## config.mk

```make
export PLATFORM = sky130hd
export DESIGN_NAME = azdms_norm_cell
export DESIGN_NICKNAME = d
export VERILOG_FILES = /design/src/hw/rtl/azdms_pkg.sv /design/src/hw/rtl/azdms_norm_cell.sv
export SDC_FILE = /design/constraint.sdc
export NUM_CORES = 1
export LEC_CHECK = 0
export ABC_CLOCK_PERIOD_IN_PS = 1600
export BUFFER_PORTS_ARGS = -buffer_cell sky130_fd_sc_hd__buf_2
export CAP_MARGIN = 0
export CORE_ASPECT_RATIO = 2
export CORE_MARGIN = 2
export CORE_UTILIZATION = 46
export CTS_CLUSTER_DIAMETER = 40
export DETAILED_ROUTE_END_ITERATION = 8
export GPL_ROUTABILITY_DRIVEN = 0
export GPL_TIMING_DRIVEN = 0
export PLACE_DENSITY = 0.8
export SETUP_SLACK_MARGIN = 0.1
export SLEW_MARGIN = 25
export SYNTH_ARGS = -nofsm -noshare
export SYNTH_HDL_FRONTEND = slang
export SYNTH_SLANG_ARGS = --single-unit
```

## constraint.sdc

```tcl
create_clock -name aclk -period 1.6 [get_ports aclk]
set_input_delay 0.16 -clock aclk [delete_from_list [all_inputs] [get_ports aclk]]
set_output_delay 0.16 -clock aclk [all_outputs]
set_load 0.05 [all_outputs]
```

## src/hw/rtl/azdms_pkg.sv

```systemverilog
// azdms_pkg: shared types, widths and constants of the azimuth-to-dms block
// elaboration-time functions build the cordic arctangent steps in turn units
// no dependencies
package azdms_pkg;

    localparam int DELTA_W    = 32;
    localparam int NORM_W     = 60;
    localparam int NORM_STEPS = 6;
    localparam int CORDIC_W   = 64;
    localparam int GUARD      = 8;
    localparam int DEG_W      = 9;
    localparam int MIN_W      = 6;
    localparam int SEC_W      = 6;
    localparam int TDATA_S_W  = 64;
    localparam int TDATA_M_W  = 24;

    localparam int ANG_LO_W = 20;
    localparam int SCALE_W  = 21;
    localparam logic [SCALE_W-1:0] DMS_SCALE = 21'd1296000;

    localparam int TOTAL_SEC_W = 21;
    localparam int DEG_PROD_W  = 44;
    localparam int DEG_SHIFT   = 34;
    localparam logic [22:0] DEG_RECIP = 23'd4772186;
    localparam logic [TOTAL_SEC_W-1:0] SEC_PER_DEG = 21'd3600;

    localparam int REM_W       = 12;
    localparam int MIN_PROD_W  = 25;
    localparam int MIN_SHIFT   = 18;
    localparam logic [12:0] MIN_RECIP = 13'd4370;
    localparam logic [REM_W-1:0] SEC_PER_MIN = 12'd60;

    localparam logic [63:0] ONE_Q60 = 64'd1 << 60;

    typedef struct packed {
        logic x_neg;
        logic y_neg;
        logic x_zero;
        logic y_zero;
    } azdms_side_t;

    typedef struct packed {
        logic [SEC_W-1:0] seconds;
        logic [MIN_W-1:0] minutes;
        logic [DEG_W-1:0] degrees;
    } azdms_res_t;

    // shift-subtract division, used only while elaborating constants
    function automatic logic [63:0] udiv64(input logic [63:0] num, input logic [63:0] den);
        logic [64:0] r;
        logic [63:0] q;
        r = '0;
        q = '0;
        for (int b = 63; b >= 0; b--) begin
            r = {r[63:0], num[b]};
            q = {q[62:0], 1'b0};
            if (r >= {1'b0, den}) begin
                r = r - {1'b0, den};
                q[0] = 1'b1;
            end
        end
        return q;
    endfunction

    // atan(1/n) in unsigned q60 radians
    function automatic logic [63:0] atan_inv_q60(input logic [63:0] n);
        logic [63:0] p;
        logic [63:0] sum;
        logic done;
        p = udiv64(ONE_Q60, n);
        sum = p;
        done = 1'b0;
        for (int k = 1; k < 64; k++) begin
            if (!done) begin
                p = udiv64(p, n * n);
                if (p == 64'd0) begin
                    done = 1'b1;
                end else if (k % 2 == 1) begin
                    sum = sum - udiv64(p, 64'(2 * k + 1));
                end else begin
                    sum = sum + udiv64(p, 64'(2 * k + 1));
                end
            end
        end
        return sum;
    endfunction

    // atan(2^-i) in unsigned q60 radians
    function automatic logic [63:0] atan_pow2_q60(input int i, input logic [63:0] pi_q60);
        logic [63:0] sum;
        logic [63:0] t;
        int sh;
        sum = '0;
        if (i == 0) begin
            return pi_q60 >> 2;
        end
        for (int k = 0; k < 64; k++) begin
            sh = i * (2 * k + 1);
            if (sh <= 60) begin
                t = udiv64(64'd1 << (60 - sh), 64'(2 * k + 1));
                if (k % 2 == 1) begin
                    sum = sum - t;
                end else begin
                    sum = sum + t;
                end
            end
        end
        return sum;
    endfunction

    // atan(2^-i) as a fraction of a turn with g bits, rounded to nearest
    function automatic logic [63:0] atan_turn(input int i, input int g);
        logic [63:0] pi_q60;
        logic [63:0] two_pi;
        logic [63:0] r;
        logic [63:0] q;
        pi_q60 = 64'd16 * atan_inv_q60(64'd5) - 64'd4 * atan_inv_q60(64'd239);
        two_pi = pi_q60 << 1;
        r = atan_pow2_q60(i, pi_q60);
        q = '0;
        for (int b = 0; b < g; b++) begin
            r = r << 1;
            q = q << 1;
            if (r >= two_pi) begin
                r = r - two_pi;
                q = q | 64'd1;
            end
        end
        if ((r << 1) >= two_pi) begin
            q = q + 64'd1;
        end
        return q;
    endfunction

endpackage

```

## src/hw/rtl/azdms_norm_cell.sv

```systemverilog
// azdms_norm_cell: one step of the normalizing shifter chain
// shifts both magnitudes left by SHIFT when their top SHIFT bits are clear
// depends on azdms_pkg
module azdms_norm_cell #(
    parameter int SHIFT = 1
) (
    input  logic                           aclk,
    input  logic                           aresetn,
    input  logic                           en,
    input  logic                           in_valid,
    input  logic [azdms_pkg::NORM_W-1:0]   in_x,
    input  logic [azdms_pkg::NORM_W-1:0]   in_y,
    input  azdms_pkg::azdms_side_t         in_side,
    output logic                           out_valid,
    output logic [azdms_pkg::NORM_W-1:0]   out_x,
    output logic [azdms_pkg::NORM_W-1:0]   out_y,
    output azdms_pkg::azdms_side_t         out_side
);

    logic                         valid_reg;
    logic [azdms_pkg::NORM_W-1:0] x_reg;
    logic [azdms_pkg::NORM_W-1:0] y_reg;
    azdms_pkg::azdms_side_t       side_reg;
    logic [azdms_pkg::NORM_W-1:0] both;
    logic                         do_shift;

    assign both     = in_x | in_y;
    assign do_shift = (both[azdms_pkg::NORM_W-1 -: SHIFT] == '0);

    always_ff @(posedge aclk) begin
        if (!aresetn) begin
            valid_reg <= 1'b0;
        end else if (en) begin
            valid_reg <= in_valid;
        end
    end

    always_ff @(posedge aclk) begin
        if (en) begin
            x_reg    <= do_shift ? (in_x << SHIFT) : in_x;
            y_reg    <= do_shift ? (in_y << SHIFT) : in_y;
            side_reg <= in_side;
        end
    end

    assign out_valid = valid_reg;
    assign out_x     = x_reg;
    assign out_y     = y_reg;
    assign out_side  = side_reg;

endmodule

```

==> run summary <==
Result of the run: finished, final reports clean
Boundary Pins: 253
First-pass GRT wire length: 18.4 mm
Critical path peak fanout: 10
TritonCTS Buffers: 17
Storage element area: 3740 um2
Combinational share of power: 20.1%
Floorplan core area: 10,900 um2
Sum of overflow across all layers after global routing: 0
Internal cell power: 6910 uW
Power density over the cells: 1330 nW/um2
Setup repair after global routing missed its margin: no
Gr usage total: 20.2%
Count of flip-flops with a built-in enable after synthesis: 124
Worst path required time: 1.74 ns
Synthesized flop and latch total: 125
Detailed-router iteration count before antenna repair: 4
Worst setup EP type: flop
Ant diodes: 0
Family with the most delay on the worst path: buffers and inverters
Final worst path period need: 1.19 ns
Worst Path Arrival: 1.33 ns
Count of final max-slew check failures: 0
Maximum buffer depth of the clock tree: 2
Crit path max-delay cell type: mux2_1
CTS Root Buffer Type: clkbuf_16
Cell type with the highest aggregate area in the netlist: edfxtp_1
Min setup slack post-route: 0.409 ns
Static power due to leakage: 0.00306 uW
Top-count cell post-synth: edfxtp_1
Gate Count Post-Synth: 262
TritonCTS clock tree: built
Slew of the pin with the lowest slew margin: 0.583 ns
Switching fraction of total power: 28.8%
Count of endpoints failing setup in the final report: 0
Max transition margin: 61.1%
DRC violation count after routing: 0
Fraction of layout instances using a drive strength above 1: 72.6%
Number of antenna violations at the first check in global routing: 0
Vias per std cell: 4.99
Post-Route Setup TNS: 0 ns
Largest cells by area after synthesis: edfxtp_1 (72%), mux2_2 (23%), mux2_1 (2.4%)
Multi-input gate area in the final layout: 1360 um2
Synth cell count leaders: edfxtp_1 (124), mux2_2 (105), mux2_1 (11), buf_2 (9), nor2b_1 (3)
Number of vias in the routed layout: 3,445
Final Core Density: 66.6%
Post-Syn Area per Cell: 19.8 um2
Worst clock skew: 0 ns
Die footprint: 12,200 um2
Crit path cell chain: buf_2, nor2_4, buf_4, buf_6, mux2_1
Cell area after synthesis: 5180 um2
Height of the die: 154 um
Placement-stage worst setup slack: -0.000720 ns
Post-CTS repair timing setup buffer count: 0
Proportion of synthesized flip-flops having asynchronous set or reset: 0%
Total placed cells including tap cells: 655
Portion of synthesized cell area occupied by the leading cell type: 71.8%
Element type at the critical path start: primary input
Switching power summed over all nets: 2790 uW
Max Clock Freq: 839 MHz
Most used flip-flop cell after synthesis: edfxtp_1
PortBufs: 252
Half-perimeter wire length after detailed placement: 9.34 mm
1st-iter DRT viols: 109
Clk Latency, worst-skew pair: 0.40 ns
Number of distinct library cells after synthesis: 13
Final total power: 9700 uW
Width of the die: 79.1 um
Number of max-cap violations: 0
CTS sink cnt: 125
Remaining antenna violation count after routing: 0
Stage delay of the slowest cell on the critical path: 0.33 ns
Initial core utilization: 47.4%
Number of global-route vias before repair: 3,829
Average routed wire per standard cell: 17.6 um
Clock-pin slew reported for the worst setup and hold paths after clock tree synthesis: 0.05 ns
Floorplan row count: 54
Worst min path class: primary input to flop
Proportion of power drawn by the clock network: 38.4%
Share of the yosys chip area belonging to registers: 72.2%
Maximum vdd drop: 1.02 mV
Fill cell count: 843
Number of nets in the layout: 667
Wirelength, routed: 12.1 mm
Post-Synthesis Net Count: 390
Pin count of the biggest net entering global routing: 65
Number of hold-slack violations in the final timing report: 0
Count of H-tree levels built during CTS: 4
Total buffers and inverters traversed by the critical path: 3
Final worst path period share: 74.5%
Count of non-filler cells in the finished layout: 691
Layout overhead on the synthesized area: 40.5%
Synth warn: 0
Critical setup path kind: primary input to flop
Sequential Power Share: 41.5%
[worst paths after layout]
kind	from	to	slack, ns	depth (start not counted)
worst max-delay path	in_y[59]	out_x[40]	0.41	5
worst min-delay path	in_valid	out_valid	0.03	3
worst max register to register	out_valid	out_valid	0.99	2
worst min register to register	out_valid	out_valid	0.53	2
[cell families after synthesis]
family	share of synthesized area (%)
muxes	25.4
AOI/OAI and AO/OA	0.241
DFF	72.2
buffers and inverters	1.59
and+or+nand+nor	0.579
[layout by cell type (no fill, tap or decap), drive strengths merged, types with 2 or more instances in the layout]
cell type	count
dlygate4sd3	5
edfxtp	124
nor2b	3
mux2	116
buf	265
clkbuf	18
inv	2
bufinv	3
clkinv	7
clkinvlp	3
[registers in the layout (all words and copies together), names as in the netlist]
name,count
out_x,60
out_valid,1
out_y,60
out_side,4
[cell type report]
cell class / count / area share, %
Inverter: 2 / 0.103
Tap cell: 140 / 2.40
Sequential cell: 125 / 51.4
Multi-Input combinational cell: 123 / 18.7
Timing Repair Buffer: 258 / 18.5
Clock inverter: 13 / 2.06
Clock buffer: 18 / 5.89
Buffer: 12 / 1.03
[stage by stage]
stage               cell area [um2]  hold slack (ns)
global placement               6620            0.337
global route                   7280           0.0481
finish                         7280           0.0283
CTS                            7280           0.0115
detailed placement             6660            0.338
floorplan                      5180            0.259
[worst min-delay path, cell delays in order]
cell,delay (ns)
buf_2,0.07
mux2i_1,0.06
nor2b_1,0.09
[power by group through the flow]
stage                     registers (uW)  clock network, uW  logic, uW
after floorplan                     5150                  0        298
after global placement              4090                  0       1910
after detailed placement            4090                  0       1960
after CTS                           4030               3790       1970
after global routing                4050               3940       2040
final                               4020               3720       1950
[routing by layer]
| layer | GRT usage, % | vias to the layer above | wire, um |
|---|---|---|---|
| met1 | 19.2 | 1639 | 3890 |
| li1 | - | 1590 | - |
| met4 | 12.5 | 0 | 552 |
| met5 | 0 | - | 0 |
| met2 | 36.8 | 177 | 6850 |
| met3 | 5.46 | 39 | 841 |
[timing repair]
item / in CTS / in global routing
hold endpoints to repair: 5 / 0
hold buffers: 5 / 0
resized for setup: 0 / 0
No activity file was read; power rests on OpenSTA's default activity.
