[src/hw/rtl/azdms_pkg.sv]
// azdms_pkg: shared types, widths and constants of the azimuth-to-dms block
// elaboration-time functions build the cordic arctangent steps in turn units
// no dependencies
package azdms_pkg;

    localparam int DELTA_W    = 32;
    localparam int NORM_W     = 60;
    localparam int NORM_STEPS = 6;
    localparam int CORDIC_W   = 64;
    localparam int GUARD      = 8;
    localparam int DEG_W      = 9;
    localparam int MIN_W      = 6;
    localparam int SEC_W      = 6;
    localparam int TDATA_S_W  = 64;
    localparam int TDATA_M_W  = 24;

    localparam int ANG_LO_W = 20;
    localparam int SCALE_W  = 21;
    localparam logic [SCALE_W-1:0] DMS_SCALE = 21'd1296000;

    localparam int TOTAL_SEC_W = 21;
    localparam int DEG_PROD_W  = 44;
    localparam int DEG_SHIFT   = 34;
    localparam logic [22:0] DEG_RECIP = 23'd4772186;
    localparam logic [TOTAL_SEC_W-1:0] SEC_PER_DEG = 21'd3600;

    localparam int REM_W       = 12;
    localparam int MIN_PROD_W  = 25;
    localparam int MIN_SHIFT   = 18;
    localparam logic [12:0] MIN_RECIP = 13'd4370;
    localparam logic [REM_W-1:0] SEC_PER_MIN = 12'd60;

    localparam logic [63:0] ONE_Q60 = 64'd1 << 60;

    typedef struct packed {
        logic x_neg;
        logic y_neg;
        logic x_zero;
        logic y_zero;
    } azdms_side_t;

    typedef struct packed {
        logic [SEC_W-1:0] seconds;
        logic [MIN_W-1:0] minutes;
        logic [DEG_W-1:0] degrees;
    } azdms_res_t;

    // shift-subtract division, used only while elaborating constants
    function automatic logic [63:0] udiv64(input logic [63:0] num, input logic [63:0] den);
        logic [64:0] r;
        logic [63:0] q;
        r = '0;
        q = '0;
        for (int b = 63; b >= 0; b--) begin
            r = {r[63:0], num[b]};
            q = {q[62:0], 1'b0};
            if (r >= {1'b0, den}) begin
                r = r - {1'b0, den};
                q[0] = 1'b1;
            end
        end
        return q;
    endfunction

    // atan(1/n) in unsigned q60 radians
    function automatic logic [63:0] atan_inv_q60(input logic [63:0] n);
        logic [63:0] p;
        logic [63:0] sum;
        logic done;
        p = udiv64(ONE_Q60, n);
        sum = p;
        done = 1'b0;
        for (int k = 1; k < 64; k++) begin
            if (!done) begin
                p = udiv64(p, n * n);
                if (p == 64'd0) begin
                    done = 1'b1;
                end else if (k % 2 == 1) begin
                    sum = sum - udiv64(p, 64'(2 * k + 1));
                end else begin
                    sum = sum + udiv64(p, 64'(2 * k + 1));
                end
            end
        end
        return sum;
    endfunction

    // atan(2^-i) in unsigned q60 radians
    function automatic logic [63:0] atan_pow2_q60(input int i, input logic [63:0] pi_q60);
        logic [63:0] sum;
        logic [63:0] t;
        int sh;
        sum = '0;
        if (i == 0) begin
            return pi_q60 >> 2;
        end
        for (int k = 0; k < 64; k++) begin
            sh = i * (2 * k + 1);
            if (sh <= 60) begin
                t = udiv64(64'd1 << (60 - sh), 64'(2 * k + 1));
                if (k % 2 == 1) begin
                    sum = sum - t;
                end else begin
                    sum = sum + t;
                end
            end
        end
        return sum;
    endfunction

    // atan(2^-i) as a fraction of a turn with g bits, rounded to nearest
    function automatic logic [63:0] atan_turn(input int i, input int g);
        logic [63:0] pi_q60;
        logic [63:0] two_pi;
        logic [63:0] r;
        logic [63:0] q;
        pi_q60 = 64'd16 * atan_inv_q60(64'd5) - 64'd4 * atan_inv_q60(64'd239);
        two_pi = pi_q60 << 1;
        r = atan_pow2_q60(i, pi_q60);
        q = '0;
        for (int b = 0; b < g; b++) begin
            r = r << 1;
            q = q << 1;
            if (r >= two_pi) begin
                r = r - two_pi;
                q = q | 64'd1;
            end
        end
        if ((r << 1) >= two_pi) begin
            q = q + 64'd1;
        end
        return q;
    endfunction

endpackage

[src/hw/rtl/azdms_cordic_cell.sv]
// azdms_cordic_cell: one vectoring micro-rotation of the cordic chain
// rotates (x, y) toward the x axis and accumulates the turn angle in z
// depends on azdms_pkg
module azdms_cordic_cell #(
    parameter int          STAGE     = 0,
    parameter int          ZW        = 41,
    parameter logic [63:0] ATAN_STEP = 64'd0
) (
    input  logic                             aclk,
    input  logic                             aresetn,
    input  logic                             en,
    input  logic                             in_valid,
    input  logic [azdms_pkg::CORDIC_W-1:0]   in_x,
    input  logic [azdms_pkg::CORDIC_W-1:0]   in_y,
    input  logic [ZW-1:0]                    in_z,
    input  azdms_pkg::azdms_side_t           in_side,
    output logic                             out_valid,
    output logic [azdms_pkg::CORDIC_W-1:0]   out_x,
    output logic [azdms_pkg::CORDIC_W-1:0]   out_y,
    output logic [ZW-1:0]                    out_z,
    output azdms_pkg::azdms_side_t           out_side
);

    localparam logic [ZW-1:0] STEP = ATAN_STEP[ZW-1:0];

    logic                           valid_reg;
    logic [azdms_pkg::CORDIC_W-1:0] x_reg;
    logic [azdms_pkg::CORDIC_W-1:0] y_reg;
    logic [ZW-1:0]                  z_reg;
    azdms_pkg::azdms_side_t         side_reg;
    logic [azdms_pkg::CORDIC_W-1:0] x_sh;
    logic [azdms_pkg::CORDIC_W-1:0] y_sh;
    logic [azdms_pkg::CORDIC_W-1:0] x_next;
    logic [azdms_pkg::CORDIC_W-1:0] y_next;
    logic [ZW-1:0]                  z_next;

    assign x_sh = in_x >> STAGE;
    assign y_sh = azdms_pkg::CORDIC_W'($signed(in_y) >>> STAGE);

    always_comb begin
        if (!in_y[azdms_pkg::CORDIC_W-1]) begin
            x_next = in_x + y_sh;
            y_next = in_y - x_sh;
            z_next = in_z + STEP;
        end else begin
            x_next = in_x - y_sh;
            y_next = in_y + x_sh;
            z_next = in_z - STEP;
        end
    end

    always_ff @(posedge aclk) begin
        if (!aresetn) begin
            valid_reg <= 1'b0;
        end else if (en) begin
            valid_reg <= in_valid;
        end
    end

    always_ff @(posedge aclk) begin
        if (en) begin
            x_reg    <= x_next;
            y_reg    <= y_next;
            z_reg    <= z_next;
            side_reg <= in_side;
        end
    end

    assign out_valid = valid_reg;
    assign out_x     = x_reg;
    assign out_y     = y_reg;
    assign out_z     = z_reg;
    assign out_side  = side_reg;

endmodule

[config.mk]
export PLATFORM = sky130hd
export DESIGN_NAME = azdms_cordic_cell
export DESIGN_NICKNAME = d
export VERILOG_FILES = /design/src/hw/rtl/azdms_pkg.sv /design/src/hw/rtl/azdms_cordic_cell.sv
export SDC_FILE = /design/constraint.sdc
export NUM_CORES = 1
export LEC_CHECK = 0
export BUFFER_PORTS_ARGS = -buffer_cell sky130_fd_sc_hd__buf_4
export CAP_MARGIN = 10
export CELL_PAD_IN_SITES_DETAIL_PLACEMENT = 1
export CELL_PAD_IN_SITES_GLOBAL_PLACEMENT = 2
export CORE_AREA = 2 2 224 226
export DETAILED_ROUTE_END_ITERATION = 8
export DIE_AREA = 0 0 226 228
export PLACE_DENSITY = 0.95
export SETUP_SLACK_MARGIN = 0.5
export SLEW_MARGIN = 20
export SYNTH_ARGS = -nofsm -noshare
export SYNTH_HDL_FRONTEND = slang
export SYNTH_SLANG_ARGS = --single-unit
[constraint.sdc]
create_clock -name aclk -period 6.7 [get_ports aclk]
set_input_delay 1.005 -clock aclk [delete_from_list [all_inputs] [get_ports aclk]]
set_output_delay 1.005 -clock aclk [all_outputs]
set_load 0.03 [all_outputs]
==> summary by stage <==
Hold path
The class of the most critical hold timing path is flip-flop to flip-flop. The critical hold path startpoint is out_valid$_SDFFE_PN0P_. For hold timing, the worst endpoint is out_valid$_SDFFE_PN0P_. The worst hold path passes through 2 cells.

Setup path
STA classifies the critical path endpoint as a flip-flop. At the worst endpoint, the arrival time is roughly 4.9 ns. The worst setup path is of the input pin to flip-flop kind.

Across all register-to-register paths, the minimum setup slack is 6.00 ns. Counting cells, the worst reg-to-reg path comes to 2. The start of the worst register-to-register path is out_valid$_SDFFE_PN0P_. The endpoint of the most critical register-to-register path is out_valid$_SDFFE_PN0P_. Of all nets on the critical path, the largest fanout is 4. For the worst setup path, the data required time is 6.97 ns.

The critical path startpoint is in_x[0]. STA classifies the critical path startpoint as an input pin.

Timing
The final worst clock skew is 0 ns. The routed design could run at a clock period as short as roughly 4.6 ns. Setup violations remaining at the end of the flow were counted as 0.

Dividing the final minimum period by the clock period gives 69.4%. The max-slew violation total from the final report was 0. At the pin with the least slew margin, the transition time is 1.14 ns. Summed over all failing endpoints, the final setup total negative slack is 0 ns. Static timing analysis puts the maximum clock frequency at 215 MHz. Setup repair after global routing left no endpoint under its margin. The normalized max-slew margin is 23.1%. The number of hold violations in the final report came to 0.

CTS
The clock reaches the later pin of the worst-skew pair after 0.51 ns. The number of gates resized after cts is 0. The cell at the root of the clock tree is sky130_fd_sc_hd__clkbuf_16. The clock-pin slew on the worst setup and hold paths is 0.09 ns.

Clock tree synthesis inserted a total of 17 buffers. The post-CTS setup repair buffer count is 0. The number of levels the H-tree was split into is 4.

The CTS tree is done. Counting every sink on the clock net gives 173. The longest clock path from root to sink contains 2 buffers.

The hold-fix buffer count after cts is 0.

Power and ir drop
The net switching share of the total power is 43.7%. The fraction of power consumed by the clock network is 23.8%. The share of power burned in combinational logic is 44.3%.

Total power for the finished layout comes to 4.67 mW. The power density over the cells is 219 nW/um^2. Internal power comes to 2.63 mW. Across the VDD grid, the largest voltage drop is 0.203 mV. The leakage power is 8.98 nW. Sequential cells burn 31.9% of the power. Summed over all nets, the switching power comes to 2.04 mW.

Synth
The top flip-flop cell by instance count after synthesis is sky130_fd_sc_hd__edfxtp_1. The share of synthesized area spent on multiplexers is 1.71%. The cell count after synthesis is 2,132. The xor/xnor cell area share of the yosys netlist is 6.10%. Of the synthesized area, sequential elements account for 29.6%. For this run, asynchronously set or reset flops after synthesis account for 0%. The cell area after technology mapping is 17,500 sq um. The average footprint of a synthesized cell is 8.22 sq um. Summing the areas of all compound-gate instances in the mapped netlist gives 27.5% of the synthesized area. Synthesis inferred 173 register bits. The number of enable-type register cells in the synthesized netlist is 172. Synthesis produced a netlist with a net count of 2,502. The synthesized netlist devotes between 10 and 15% of its cell area to adder and majority cells. The post-synthesis simple-gate area fraction is 14.5%. The number of distinct standard cells referenced by the synthesized netlist is 86. The number of warnings issued by yosys is 0. The main combinational cell family by area after synthesis is compound AO/OA/AOI/OAI gates.

Die
The overall die area is 51,500 sq um. The initialized floorplan defines 82 standard-cell rows. The effective utilization at floorplan is 35.5%.

From left edge to right edge, the die measures 226 um. The die extent in y is 228 um. During I/O placement, the number of pins put on the boundary was 351. The area of the core is 49,300 sq um.

Routing
The DRC violation count after routing is 0. The wire length per cell is 24.8 um. The via count is 18,218. The DRC violation total after the first TritonRoute iteration is 1,746. Dividing the detail-routed via count by the number of cells gives 5.87. The aggregate routed wire length is 77,100 um. For this run, the detailed router's first-pass iteration total came to 6. The number of antenna-violating nets in the routed design is 0.

Placement
The number of buffer cells added on primary ports is 350. The placed wire-length estimate after detailed placement is 62,200 um. The global placement routability congestion is 0.957. In this run the cell area measured after placement is approximately 21,000 sq um.

Global route
The via count of the first global-routing pass is 18,255. The largest net degree at the start of global routing is 96. Global routing used 29.2% of the available tracks across all layers. The number of antenna violations at the first check in global routing came to 0. After global routing the overflow that remains totals 0. The first global-routing pass estimated ~110,000 um of wire.

Finish
The summed area of non-filler cells in the final layout is 21,300 sq um. The repair_antennas step left the layout with diodes totalling 0. Counting the fill cells in the layout gives 5,901. The area growth from synthesis to layout is 21.6%.

Of the cells placed in the final design, the portion with a size suffix greater than 1 is 17.2%. In the final design database the tool counted 2,788 nets.

Flow run
Max-cap violations in this run came to 0.

Status
The flow ran to the end, and the final reports show no timing, DRC or antenna violations.
-- worst max path at each step --
stage / slack [ns] / cells after the start / endpoint
after floorplan: 2.98 / 12 / out_y[56]$_DFFE_PP_
after global placement: 1.63 / 13 / out_x[61]$_DFFE_PP_
after detailed placement: 1.62 / 14 / out_x[60]$_DFFE_PP_
after CTS: 2.15 / 13 / out_x[61]$_DFFE_PP_
after global routing: 1.91 / 13 / out_y[36]$_DFFE_PP_
final: 2.05 / 13 / out_y[36]$_DFFE_PP_
-- flip-flops by register name, indices dropped and copies added, names as in the netlist --
name	cells
out_side	4
out_y	63
out_x	64
out_valid	1
out_z	41
-- area by class of cell --
cell class | instances | area, sq um | share of cell area (%)
clock buffer | 17 | 425 | 2.00
clock inverter | 15 | 220 | 1.03
inverter | 210 | 788 | 3.70
multi-input combinational | 1658 | 11200 | 52.4
sequential | 173 | 5180 | 24.3
tap | 672 | 841 | 3.95
timing repair buffer | 358 | 2690 | 12.6
-- per-layer routing --
metal / global-route usage, % / part of all wire, % / wire, um
met5: 0 / 0 / 0
met4: 10.5 / 3.2 / 2500
met3: 4.15 / 6.5 / 5030
met2: 47.4 / 46 / 35700
met1: 39.4 / 44 / 33900
-- cell usage in the layout, fill, tap and decap left out, drive strengths merged, types with 10 or more instances in the layout --
master  Yosys  final
o31ai      27     27
clkbuf     52     17
clkinv      4     10
o211ai     23     23
nor3       58     58
o21bai     65     65
a31oi      26     26
nor4       24     24
buf        39    358
o21a       28     28
nor2b      18     18
o21ai     173    173
or3        14     14
mux2i      30     30
a21oi     294    294
xnor2     119    119
nand4      46     46
nor2      184    184
ha        190    190
inv       206    215
nand2     118    118
a21boi     10     10
a21o       23     23
a211oi     14     14
nand3      31     31
edfxtp    172    172
-- per-stage QoR --
step | utilization [%] | hold WS (ns) | cells | setup WS, ns
finish | 43.2 | 0.595 | 3103 | 2.05
global route | 43.2 | 0.635 | 3103 | 1.91
CTS | 43.2 | 0.589 | 3103 | 2.15
detailed placement | 41.9 | 0.573 | 3071 | 1.62
global placement | 41.9 | 0.539 | 3071 | 1.63
floorplan | - | 0.640 | 2132 | 2.98
-- cell families after synthesis --
group / after synthesis
mux: 30
flops: 173
xor+xnor: 122
compound gates: 774
simple gates: 539
buf+inv: 301
fa+ha+maj: 193
-- cells in the mapped netlist, types with 15 or more instances --
| master | n | share of area (%) |
|---|---|---|
| sky130_fd_sc_hd__o21ai_0 | 164 | 4.7 |
| sky130_fd_sc_hd__o21a_1 | 28 | 1.2 |
| sky130_fd_sc_hd__nand3_1 | 31 | 0.89 |
| sky130_fd_sc_hd__a21oi_1 | 294 | 8.4 |
| sky130_fd_sc_hd__clkbuf_1 | 52 | 1.1 |
| sky130_fd_sc_hd__nor3_1 | 57 | 1.6 |
| sky130_fd_sc_hd__nand2_1 | 118 | 2.5 |
| sky130_fd_sc_hd__nor2_1 | 184 | 3.9 |
| sky130_fd_sc_hd__xnor2_1 | 119 | 6.0 |
| sky130_fd_sc_hd__o211ai_1 | 23 | 0.99 |
| sky130_fd_sc_hd__a31oi_1 | 24 | 0.86 |
| sky130_fd_sc_hd__o31ai_1 | 26 | 1.1 |
| sky130_fd_sc_hd__nor4_1 | 24 | 0.86 |
| sky130_fd_sc_hd__nand4_1 | 46 | 1.6 |
| sky130_fd_sc_hd__o21bai_1 | 65 | 2.8 |
| sky130_fd_sc_hd__mux2i_1 | 30 | 1.7 |
| sky130_fd_sc_hd__a21o_1 | 23 | 0.99 |
| sky130_fd_sc_hd__buf_2 | 19 | 0.54 |
| sky130_fd_sc_hd__edfxtp_1 | 172 | 29 |
| sky130_fd_sc_hd__ha_1 | 190 | 14 |
| sky130_fd_sc_hd__buf_1 | 15 | 0.32 |
| sky130_fd_sc_hd__nor2b_1 | 18 | 0.64 |
| sky130_fd_sc_hd__inv_1 | 204 | 4.4 |
-- critical path, cell delays in order --
cell	delay, ns
sky130_fd_sc_hd__buf_4	0.14
sky130_fd_sc_hd__ha_1	0.24
sky130_fd_sc_hd__fa_1	0.42
sky130_fd_sc_hd__nor2b_1	0.17
sky130_fd_sc_hd__o21ai_0	0.35
sky130_fd_sc_hd__a31oi_1	0.21
sky130_fd_sc_hd__o311a_1	0.39
sky130_fd_sc_hd__nor3_1	0.63
sky130_fd_sc_hd__o21ai_0	0.38
sky130_fd_sc_hd__a21boi_1	0.42
sky130_fd_sc_hd__o21ai_0	0.18
sky130_fd_sc_hd__a21oi_1	0.27
sky130_fd_sc_hd__xnor2_1	0.10
-- power by group through the flow --
stage	clock network, mW	registers (mW)	logic (mW)
finish	1.11	1.49	2.07
global route	1.17	1.50	2.19
CTS	1.15	1.49	2.04
detailed placement	0	1.51	2.03
global placement	0	1.50	2.01
floorplan	0	1.80	0.921
Power figures use the tool's default switching activity.
