===== config.mk =====
export PLATFORM = sky130hd
export DESIGN_NAME = azdms_dms
export DESIGN_NICKNAME = d
export VERILOG_FILES = /design/src/hw/rtl/azdms_pkg.sv /design/src/hw/rtl/azdms_dms.sv
export SDC_FILE = /design/constraint.sdc
export NUM_CORES = 1
export LEC_CHECK = 0
export ABC_AREA = 1
export BUFFER_PORTS_ARGS = -buffer_cell sky130_fd_sc_hd__buf_4
export CORE_MARGIN = 2
export CORE_UTILIZATION = 42
export CTS_CLUSTER_SIZE = 30
export DETAILED_ROUTE_END_ITERATION = 16
export GPL_ROUTABILITY_DRIVEN = 0
export GPL_TIMING_DRIVEN = 0
export MAX_ROUTING_LAYER = met4
export PLACE_DENSITY = 0.66
export SYNTH_ARGS = -nofsm -noshare
export SYNTH_HDL_FRONTEND = slang
export SYNTH_SLANG_ARGS = --single-unit
export TNS_END_PERCENT = 20

===== constraint.sdc =====
create_clock -name aclk -period 9.7 [get_ports aclk]
set_clock_uncertainty 0.2 [all_clocks]
set_input_delay 1.455 -clock aclk [delete_from_list [all_inputs] [get_ports aclk]]
set_output_delay 1.455 -clock aclk [all_outputs]
set_load 0.005 [all_outputs]

===== src/hw/rtl/azdms_pkg.sv =====
// azdms_pkg: shared types, widths and constants of the azimuth-to-dms block
// elaboration-time functions build the cordic arctangent steps in turn units
// no dependencies
package azdms_pkg;

    localparam int DELTA_W    = 32;
    localparam int NORM_W     = 60;
    localparam int NORM_STEPS = 6;
    localparam int CORDIC_W   = 64;
    localparam int GUARD      = 8;
    localparam int DEG_W      = 9;
    localparam int MIN_W      = 6;
    localparam int SEC_W      = 6;
    localparam int TDATA_S_W  = 64;
    localparam int TDATA_M_W  = 24;

    localparam int ANG_LO_W = 20;
    localparam int SCALE_W  = 21;
    localparam logic [SCALE_W-1:0] DMS_SCALE = 21'd1296000;

    localparam int TOTAL_SEC_W = 21;
    localparam int DEG_PROD_W  = 44;
    localparam int DEG_SHIFT   = 34;
    localparam logic [22:0] DEG_RECIP = 23'd4772186;
    localparam logic [TOTAL_SEC_W-1:0] SEC_PER_DEG = 21'd3600;

    localparam int REM_W       = 12;
    localparam int MIN_PROD_W  = 25;
    localparam int MIN_SHIFT   = 18;
    localparam logic [12:0] MIN_RECIP = 13'd4370;
    localparam logic [REM_W-1:0] SEC_PER_MIN = 12'd60;

    localparam logic [63:0] ONE_Q60 = 64'd1 << 60;

    typedef struct packed {
        logic x_neg;
        logic y_neg;
        logic x_zero;
        logic y_zero;
    } azdms_side_t;

    typedef struct packed {
        logic [SEC_W-1:0] seconds;
        logic [MIN_W-1:0] minutes;
        logic [DEG_W-1:0] degrees;
    } azdms_res_t;

    // shift-subtract division, used only while elaborating constants
    function automatic logic [63:0] udiv64(input logic [63:0] num, input logic [63:0] den);
        logic [64:0] r;
        logic [63:0] q;
        r = '0;
        q = '0;
        for (int b = 63; b >= 0; b--) begin
            r = {r[63:0], num[b]};
            q = {q[62:0], 1'b0};
            if (r >= {1'b0, den}) begin
                r = r - {1'b0, den};
                q[0] = 1'b1;
            end
        end
        return q;
    endfunction

    // atan(1/n) in unsigned q60 radians
    function automatic logic [63:0] atan_inv_q60(input logic [63:0] n);
        logic [63:0] p;
        logic [63:0] sum;
        logic done;
        p = udiv64(ONE_Q60, n);
        sum = p;
        done = 1'b0;
        for (int k = 1; k < 64; k++) begin
            if (!done) begin
                p = udiv64(p, n * n);
                if (p == 64'd0) begin
                    done = 1'b1;
                end else if (k % 2 == 1) begin
                    sum = sum - udiv64(p, 64'(2 * k + 1));
                end else begin
                    sum = sum + udiv64(p, 64'(2 * k + 1));
                end
            end
        end
        return sum;
    endfunction

    // atan(2^-i) in unsigned q60 radians
    function automatic logic [63:0] atan_pow2_q60(input int i, input logic [63:0] pi_q60);
        logic [63:0] sum;
        logic [63:0] t;
        int sh;
        sum = '0;
        if (i == 0) begin
            return pi_q60 >> 2;
        end
        for (int k = 0; k < 64; k++) begin
            sh = i * (2 * k + 1);
            if (sh <= 60) begin
                t = udiv64(64'd1 << (60 - sh), 64'(2 * k + 1));
                if (k % 2 == 1) begin
                    sum = sum - t;
                end else begin
                    sum = sum + t;
                end
            end
        end
        return sum;
    endfunction

    // atan(2^-i) as a fraction of a turn with g bits, rounded to nearest
    function automatic logic [63:0] atan_turn(input int i, input int g);
        logic [63:0] pi_q60;
        logic [63:0] two_pi;
        logic [63:0] r;
        logic [63:0] q;
        pi_q60 = 64'd16 * atan_inv_q60(64'd5) - 64'd4 * atan_inv_q60(64'd239);
        two_pi = pi_q60 << 1;
        r = atan_pow2_q60(i, pi_q60);
        q = '0;
        for (int b = 0; b < g; b++) begin
            r = r << 1;
            q = q << 1;
            if (r >= two_pi) begin
                r = r - two_pi;
                q = q | 64'd1;
            end
        end
        if ((r << 1) >= two_pi) begin
            q = q + 64'd1;
        end
        return q;
    endfunction

endpackage


===== src/hw/rtl/azdms_dms.sv =====
// azdms_dms: scales a turn fraction to whole arc seconds, then splits
// into degrees, minutes and seconds over a seven-stage pipeline
// depends on azdms_pkg
module azdms_dms #(
    parameter int ANGLE_BITS = 32
) (
    input  logic                    aclk,
    input  logic                    aresetn,
    input  logic                    en,
    input  logic                    in_valid,
    input  logic [ANGLE_BITS-1:0]   in_ang,
    output logic                    out_valid,
    output azdms_pkg::azdms_res_t   out_res
);

    localparam int LO_W  = azdms_pkg::ANG_LO_W;
    localparam int HI_W  = ANGLE_BITS - LO_W;
    localparam int K_W   = azdms_pkg::SCALE_W;
    localparam int SUM_W = ANGLE_BITS + K_W;
    localparam int TS_W  = azdms_pkg::TOTAL_SEC_W;

    logic [6:0] valid_reg;

    // stage 1: low partial product
    logic [LO_W+K_W-1:0] plo1_reg;
    logic [HI_W-1:0]     hi1_reg;
    // stage 2: high partial product
    logic [LO_W+K_W-1:0] plo2_reg;
    logic [HI_W+K_W-1:0] phi2_reg;
    // stage 3: total seconds
    logic [SUM_W-1:0]    sum;
    logic [TS_W-1:0]     s3_reg;
    // stage 4: degrees
    logic [azdms_pkg::DEG_PROD_W-1:0] deg_prod;
    logic [TS_W-1:0]                  s4_reg;
    logic [azdms_pkg::DEG_W-1:0]      deg4_reg;
    // stage 5: seconds within the degree
    logic [TS_W-1:0]                  deg_sec;
    logic [TS_W-1:0]                  rem_next;
    logic [azdms_pkg::REM_W-1:0]      rem5_reg;
    logic [azdms_pkg::DEG_W-1:0]      deg5_reg;
    // stage 6: minutes
    logic [azdms_pkg::MIN_PROD_W-1:0] min_prod;
    logic [azdms_pkg::REM_W-1:0]      rem6_reg;
    logic [azdms_pkg::DEG_W-1:0]      deg6_reg;
    logic [azdms_pkg::MIN_W-1:0]      min6_reg;
    // stage 7: seconds
    logic [azdms_pkg::REM_W-1:0]      sec_next;
    azdms_pkg::azdms_res_t            res7_reg;

    assign sum      = {phi2_reg, {LO_W{1'b0}}} + SUM_W'(plo2_reg);
    assign deg_prod = azdms_pkg::DEG_PROD_W'(s3_reg) * azdms_pkg::DEG_PROD_W'(azdms_pkg::DEG_RECIP);
    assign deg_sec  = TS_W'(deg4_reg) * azdms_pkg::SEC_PER_DEG;
    assign rem_next = s4_reg - deg_sec;
    assign min_prod = azdms_pkg::MIN_PROD_W'(rem5_reg) * azdms_pkg::MIN_PROD_W'(azdms_pkg::MIN_RECIP);
    assign sec_next = rem6_reg - azdms_pkg::REM_W'(min6_reg) * azdms_pkg::SEC_PER_MIN;

    always_ff @(posedge aclk) begin
        if (!aresetn) begin
            valid_reg <= '0;
        end else if (en) begin
            valid_reg <= {valid_reg[5:0], in_valid};
        end
    end

    always_ff @(posedge aclk) begin
        if (en) begin
            plo1_reg <= (LO_W+K_W)'(in_ang[LO_W-1:0]) * (LO_W+K_W)'(azdms_pkg::DMS_SCALE);
            hi1_reg  <= in_ang[ANGLE_BITS-1:LO_W];

            plo2_reg <= plo1_reg;
            phi2_reg <= (HI_W+K_W)'(hi1_reg) * (HI_W+K_W)'(azdms_pkg::DMS_SCALE);

            s3_reg   <= sum[SUM_W-1:ANGLE_BITS];

            s4_reg   <= s3_reg;
            deg4_reg <= deg_prod[azdms_pkg::DEG_SHIFT +: azdms_pkg::DEG_W];

            rem5_reg <= rem_next[azdms_pkg::REM_W-1:0];
            deg5_reg <= deg4_reg;

            rem6_reg <= rem5_reg;
            deg6_reg <= deg5_reg;
            min6_reg <= min_prod[azdms_pkg::MIN_SHIFT +: azdms_pkg::MIN_W];

            res7_reg.degrees <= deg6_reg;
            res7_reg.minutes <= min6_reg;
            res7_reg.seconds <= sec_next[azdms_pkg::SEC_W-1:0];
        end
    end

    assign out_valid = valid_reg[6];
    assign out_res   = res7_reg;

endmodule


==> flow_summary.toml, run 1 <==
[detailed_routing]
wl_per_cell_um = 14.8
route.detailed.drc = 0
firstDrtPassIters = 8
drt.antenna.violating_nets = 0
wirelength_mm = 51.0
drt-vias-per-instance = 5.00
vias = 17200
drt-initial-drc-count = 761

[die]
die_area_sq_um = 60400
die_x_um = 246
io_pins = 58
start_util_pct = 42.5
die_h_um = 246
rows = 88
core_area_sq_um = 57700

[sta]
setup_viol = 0
fmax_ghz = 0.164
tightest_slew_ns = 0.818
maxSlewViolCount = 0
hold_viol = 0
slew_headroom_pct = 45.5
holdWs_ns = 0.216
rsz0062_at_grt = "false"
period_needed_ns = 6.10
fin_crit_sh_pct = 62.9
fin_tns_setup_ns = 0

[worst_hold_path]
min_from = "deg5_reg[0]"
hold_path.class = "reg -> reg"
holdPathStages = 0
holdPathEnd = "deg6_reg[0]"

[logic_synthesis]
ys_seq_area_share_pct = 21.5
ys_async_sr_fraction_pct = 0
synthCells = 2586
ys_ff_latch = 178
yosysUniqueCellTypes = 42
syn_area_sq_um = 24500
synth_edf_count = 171
synth_warnings = 0
syn_nets = 3431
ys.flop_type = "edfxtp_1"
syn_avg_cell_area_sq_um = 9.49

[global_routing]
grt_usage_pct = 18.3
overflow = 0
grt_max_degree = 119
grt_pass1_vias = 18300
antenna_found_initial = 0
grt_pass1_wl_mm = 86.7

[cts]
cts.repair.resized = 0
htreeDepth = 4
cts_buffers = 17
clk_pin_slew_ns = 0.08
clk_latency_ns = 0.45
cts.sinks = 178
cts-hold-fix-buffers = 0
cts_tree = "done"
root_buffer = "clkbuf_16"
cts_setup_buffers = 0
clock_path_buffers = 2

[layout]
areaGrowthSynthToFinish_pct = 8.08
final_common_cell = "inv_1"
largest_reg_flops = 26
fin_area_sq_um = 26500
fillers = 5452
most-common-layout-cells = "inv_1 (573), ha_1 (533), nand2_1 (377)"
diodes = 0
layout-drive-gt1-share_pct = 4.26
nets = 3508

[setup_path]
cp.arrival_ns = 6.10
r2r_cells = 21
cp.required_ns = 9.70
rrSetupSlack_ns = 3.60
worstSetupPathType = "reg -> reg"
crit_path_start_kind = "register"
endpoint_kind = "register"
timing.rr.end = "deg4_reg[5]"
path_max_fanout = 8
r2r_start = "s3_reg[13]"

[placed_design]
place.port_buffers = 57
hpwl_mm = 43.6
post_dp_cell_area_sq_um = 26000

[job]
cap_violations = 0

[outcome]
outcome = "finished, final reports clean"
[cell usage after synthesis, types with 16 or more instances]
cell type,n,share of area (%)
a21oi_1,127,2.6
a21o_1,20,0.61
inv_1,573,8.8
nor3_1,27,0.55
nor2_1,162,2.5
o21bai_1,16,0.49
nand4_1,22,0.56
xor2_1,30,1.1
nand2_1,377,5.8
edfxtp_1,171,21
o21ai_0,71,1.4
nand3_1,81,1.7
fa_1,276,23
xnor2_1,21,0.75
ha_1,533,27
[worst max path at each step]
stage,slack [ns],endpoint,startpoint,cells past startpoint
final,3.60,deg4_reg[5],s3_reg[13],21
after global routing,3.29,deg4_reg[6],s3_reg[10],20
after CTS,3.66,deg4_reg[6],s3_reg[10],20
after detailed placement,3.41,plo1_reg[39],in_ang[3],19
after global placement,3.44,plo1_reg[35],in_ang[9],17
after floorplan,3.98,plo1_reg[35],in_ang[3],18
[metrics by stage]
| stage | worst slack (ns) | util [%] | cells |
|---|---|---|---|
| 2_1_floorplan | 3.98 | - | 2586 |
| 3_3_place_gp | 3.44 | 44.9 | 3408 |
| 3_5_place_dp | 3.41 | 45.0 | 3409 |
| 4_1_cts | 3.66 | 46.0 | 3440 |
| 5_1_grt | 3.29 | 46.0 | 3440 |
| 6_report | 3.60 | 46.0 | 3440 |
[final cells by class]
| class | instances | area (sq um) | share of cell area [%] |
|---|---|---|---|
| tap | 765 | 957 | 3.61 |
| clock buffer | 17 | 425 | 1.60 |
| sequential | 178 | 5280 | 19.9 |
| timing repair buffer | 58 | 463 | 1.75 |
| multi-input combinational | 1832 | 17100 | 64.5 |
| buffer | 1 | 11.3 | 0.0424 |
| inverter | 575 | 2160 | 8.14 |
| clock inverter | 14 | 139 | 0.524 |
[cell families after synthesis]
logic type      after synthesis  share of synthesized area [%]
fa+ha+maj                   809                           49.7
simple gates                702                           12.0
buf+inv                     576                           8.84
compound gates              270                           6.16
flops                       178                           21.5
xor+xnor                     51                           1.82
[per-layer routing]
metal,vias up,GRT usage [%],share of wire (%)
met5,-,-,0
met4,0,5.38,2.7
met1,8274,21.1,43
li1,8559,-,-
met2,270,33.4,52
met3,92,2.07,2.4
[critical path, cell delays in order, from the launching register on]
cell,delay [ns]
edfxtp_1,0.68
inv_1,0.17
ha_1,0.32
inv_1,0.04
ha_1,0.34
ha_1,0.29
inv_1,0.06
fa_1,0.53
inv_1,0.06
fa_1,0.52
inv_1,0.05
fa_1,0.50
fa_1,0.54
inv_1,0.04
ha_1,0.33
nand2_1,0.11
nor2_1,0.12
nand3_1,0.07
o21ai_0,0.54
nand2_1,0.16
nand3_1,0.11
nand2_1,0.07
Power of run 1 is left out: the tool's default activity adds up to more than one toggle a clock period on the data nets, which glitch-free logic cannot reach.
==> run 2, diff against run 1 <==
--- a/config.mk
+++ b/config.mk
@@ -14,7 +14,7 @@
 export GPL_ROUTABILITY_DRIVEN = 0
 export GPL_TIMING_DRIVEN = 0
 export MAX_ROUTING_LAYER = met4
-export PLACE_DENSITY = 0.66
+export PLACE_DENSITY = 0.68
 export SYNTH_ARGS = -nofsm -noshare
 export SYNTH_HDL_FRONTEND = slang
 export SYNTH_SLANG_ARGS = --single-unit
==> constraint.sdc (replaced) <==
create_clock -name aclk -period 5.2 [get_ports aclk]
set_clock_uncertainty 0.2 [all_clocks]
set_input_delay 0.78 -clock aclk [delete_from_list [all_inputs] [get_ports aclk]]
set_output_delay 0.78 -clock aclk [all_outputs]
set_load 0.005 [all_outputs]
==> run 2 against run 1 <==
  * The flow now finishes with violations (setup timing)
  * Register-to-register slack worse by 3.8 ns
  * Maximum frequency is 13% higher
  * Setup slack worse by 3.8 ns
  * Largest cell class unchanged
  * Highest routed layer unchanged
==> flow_summary.toml, run 2 (same netlist as run 1, synthesis figures left out) <==
[layout]
diodes = 0
layout-drive-gt1-share_pct = 11.6
fin_area_sq_um = 27900
fin_util_pct = 48.4
largest_reg_flops = 26
areaGrowthSynthToFinish_pct = 13.9
final_common_cell = "inv_1"
fin_cells = 3502
nets = 3569
most-common-layout-cells = "inv_1 (557), ha_1 (490), nand2_1 (357)"

[sta]
hold_viol = 0
fmax_ghz = 0.186
setup_viol = 9
period_needed_ns = 5.39
fin_crit_sh_pct = 104
slew_headroom_pct = 60.5
setup_slack_ns = -0.190
tightest_slew_ns = 0.592
rsz0062_at_grt = "true"
maxSlewViolCount = 0

[detailed_routing]
route.detailed.drc = 0
drt-vias-per-instance = 4.99
route.met3.wl_mm = 1.43
wirelength_mm = 52.3
drt-initial-drc-count = 640
wl_per_cell_um = 14.9
drt.antenna.violating_nets = 0
met2_length_mm = 26.6
vias = 17500
firstDrtPassIters = 5
top_layer_used = "met4"
routedLengthMet1_mm = 22.5

[setup_path]
path_delay_family = "adder cells"
cp.required_ns = 5.21
crit_start = "s3_reg[19]"
crit_buf_inv = 7
endpoint_kind = "register"
crit_path_start_kind = "register"
critical_path.cell_chain = "buf_6 -> ha_4 -> inv_2 -> fa_1 -> inv_2 -> fa_1 -> fa_1 -> inv_2 -> fa_1 -> inv_2 -> fa_2 -> ha_4 -> ha_4 -> nand2_4 -> inv_4 -> nand2_8 -> inv_4 -> a21oi_4 -> nand2_2 -> nand2_2 -> nand3_2 -> nand2_1 -> nand2_1"
path_max_fanout = 4
slowest_stage = "fa_2"
worstSetupPathType = "reg -> reg"
cp.arrival_ns = 5.40
slowest_delay_ns = 0.56
r2r_start = "s3_reg[19]"

[die]
io_pins = 58
die_h_um = 246
die_area_sq_um = 60400
rows = 88
start_util_pct = 42.5
die_x_um = 246
core_area_sq_um = 57700

[global_routing]
grt_pass1_wl_mm = 87.6
grt_usage_pct = 18.6
overflow = 0
grt_pass1_vias = 18400
antenna_found_initial = 0
grt_max_degree = 116

[outcome]
outcome = "finished with violations"
violations = "setup timing"

[placed_design]
hpwl_mm = 42.6
post_dp_cell_area_sq_um = 26000
dp.cells = 3409
post-place-ws_ns = -0.812
place.port_buffers = 57

[cts]
cts.sinks = 178
clock_path_buffers = 2
clk_latency_ns = 0.46
cts_buffers = 17
cts_tree = "done"
root_buffer = "clkbuf_16"
cts-hold-fix-buffers = 0
htreeDepth = 4
clk_pin_slew_ns = 0.08

[worst_hold_path]
hold_path.class = "reg -> reg"
min_from = "deg5_reg[2]"

[job]
cap_violations = 0
[run 2: changes by cell type in the layout (fill, tap and decap cells not counted), moves of 12 or more]
cell     change
nor2_4      +13
buf_4       +53
nand2_2     +12
a21oi_1     -23
nor2_1      -24
ha_1        -43
inv_2       +14
nand2_1     -20
ha_4        +35
o21ai_0     -13
inv_1       -16
a21oi_2     +21
[run 2: layout make-up]
cell class	instances	area, sq um
Fill cell	5344	29700
Inverter	575	2160
Buffer	1	11.3
Clock buffer	18	429
Sequential cell	178	5280
Clock inverter	14	173
Timing Repair Buffer	119	951
Multi-Input combinational cell	1832	18000
Tap cell	765	957
[run 2: worst reg2reg max path, cell delays in order (launching register included)]
cell and delay, ns:
edfxtp_1 0.40, buf_6 0.15, ha_4 0.26, inv_2 0.04, fa_1 0.54, inv_2 0.06, fa_1 0.50, fa_1 0.53
inv_2 0.05, fa_1 0.50, inv_2 0.05, fa_2 0.56, ha_4 0.21, ha_4 0.26, nand2_4 0.11, inv_4 0.05
nand2_8 0.09, inv_4 0.04, a21oi_4 0.18, nand2_2 0.08, nand2_2 0.10, nand3_2 0.07, nand2_1 0.07, nand2_1 0.06
[run 2: stage by stage]
step | TNS (ns) | hold WS, ns
2_1_floorplan | -0.0584 | 0.200
3_3_place_gp | -9.98 | 0.201
3_5_place_dp | -10.56 | 0.205
4_1_cts | -1.26 | 0.216
5_1_grt | -3.21 | 0.226
6_report | -1.18 | 0.212
[run 2: what timing repair did]
item | CTS | global route
pin swaps | 43 | 59
setup endpoints to repair | 9 | 23
gates resized for setup | 97 | 95
setup buffers | 49 | 12
[run 2: final timing paths]
check | endpoint | cells after the start | slack, ns
hold / removal | deg6_reg[2] | 0 | 0.21
setup reg to reg | deg4_reg[8] | 23 | -0.19
hold reg to reg | deg6_reg[2] | 0 | 0.21
setup / recovery | deg4_reg[8] | 23 | -0.19
[run 2: per-layer routing]
layer / global-route usage, % / up-vias
met4: 5.44 / 0
met2: 33.4 / 306
met1: 21.9 / 8348
met3: 2.02 / 122
li1: - / 8686
met5: - / -
Power of run 2 is left out for the same reason.
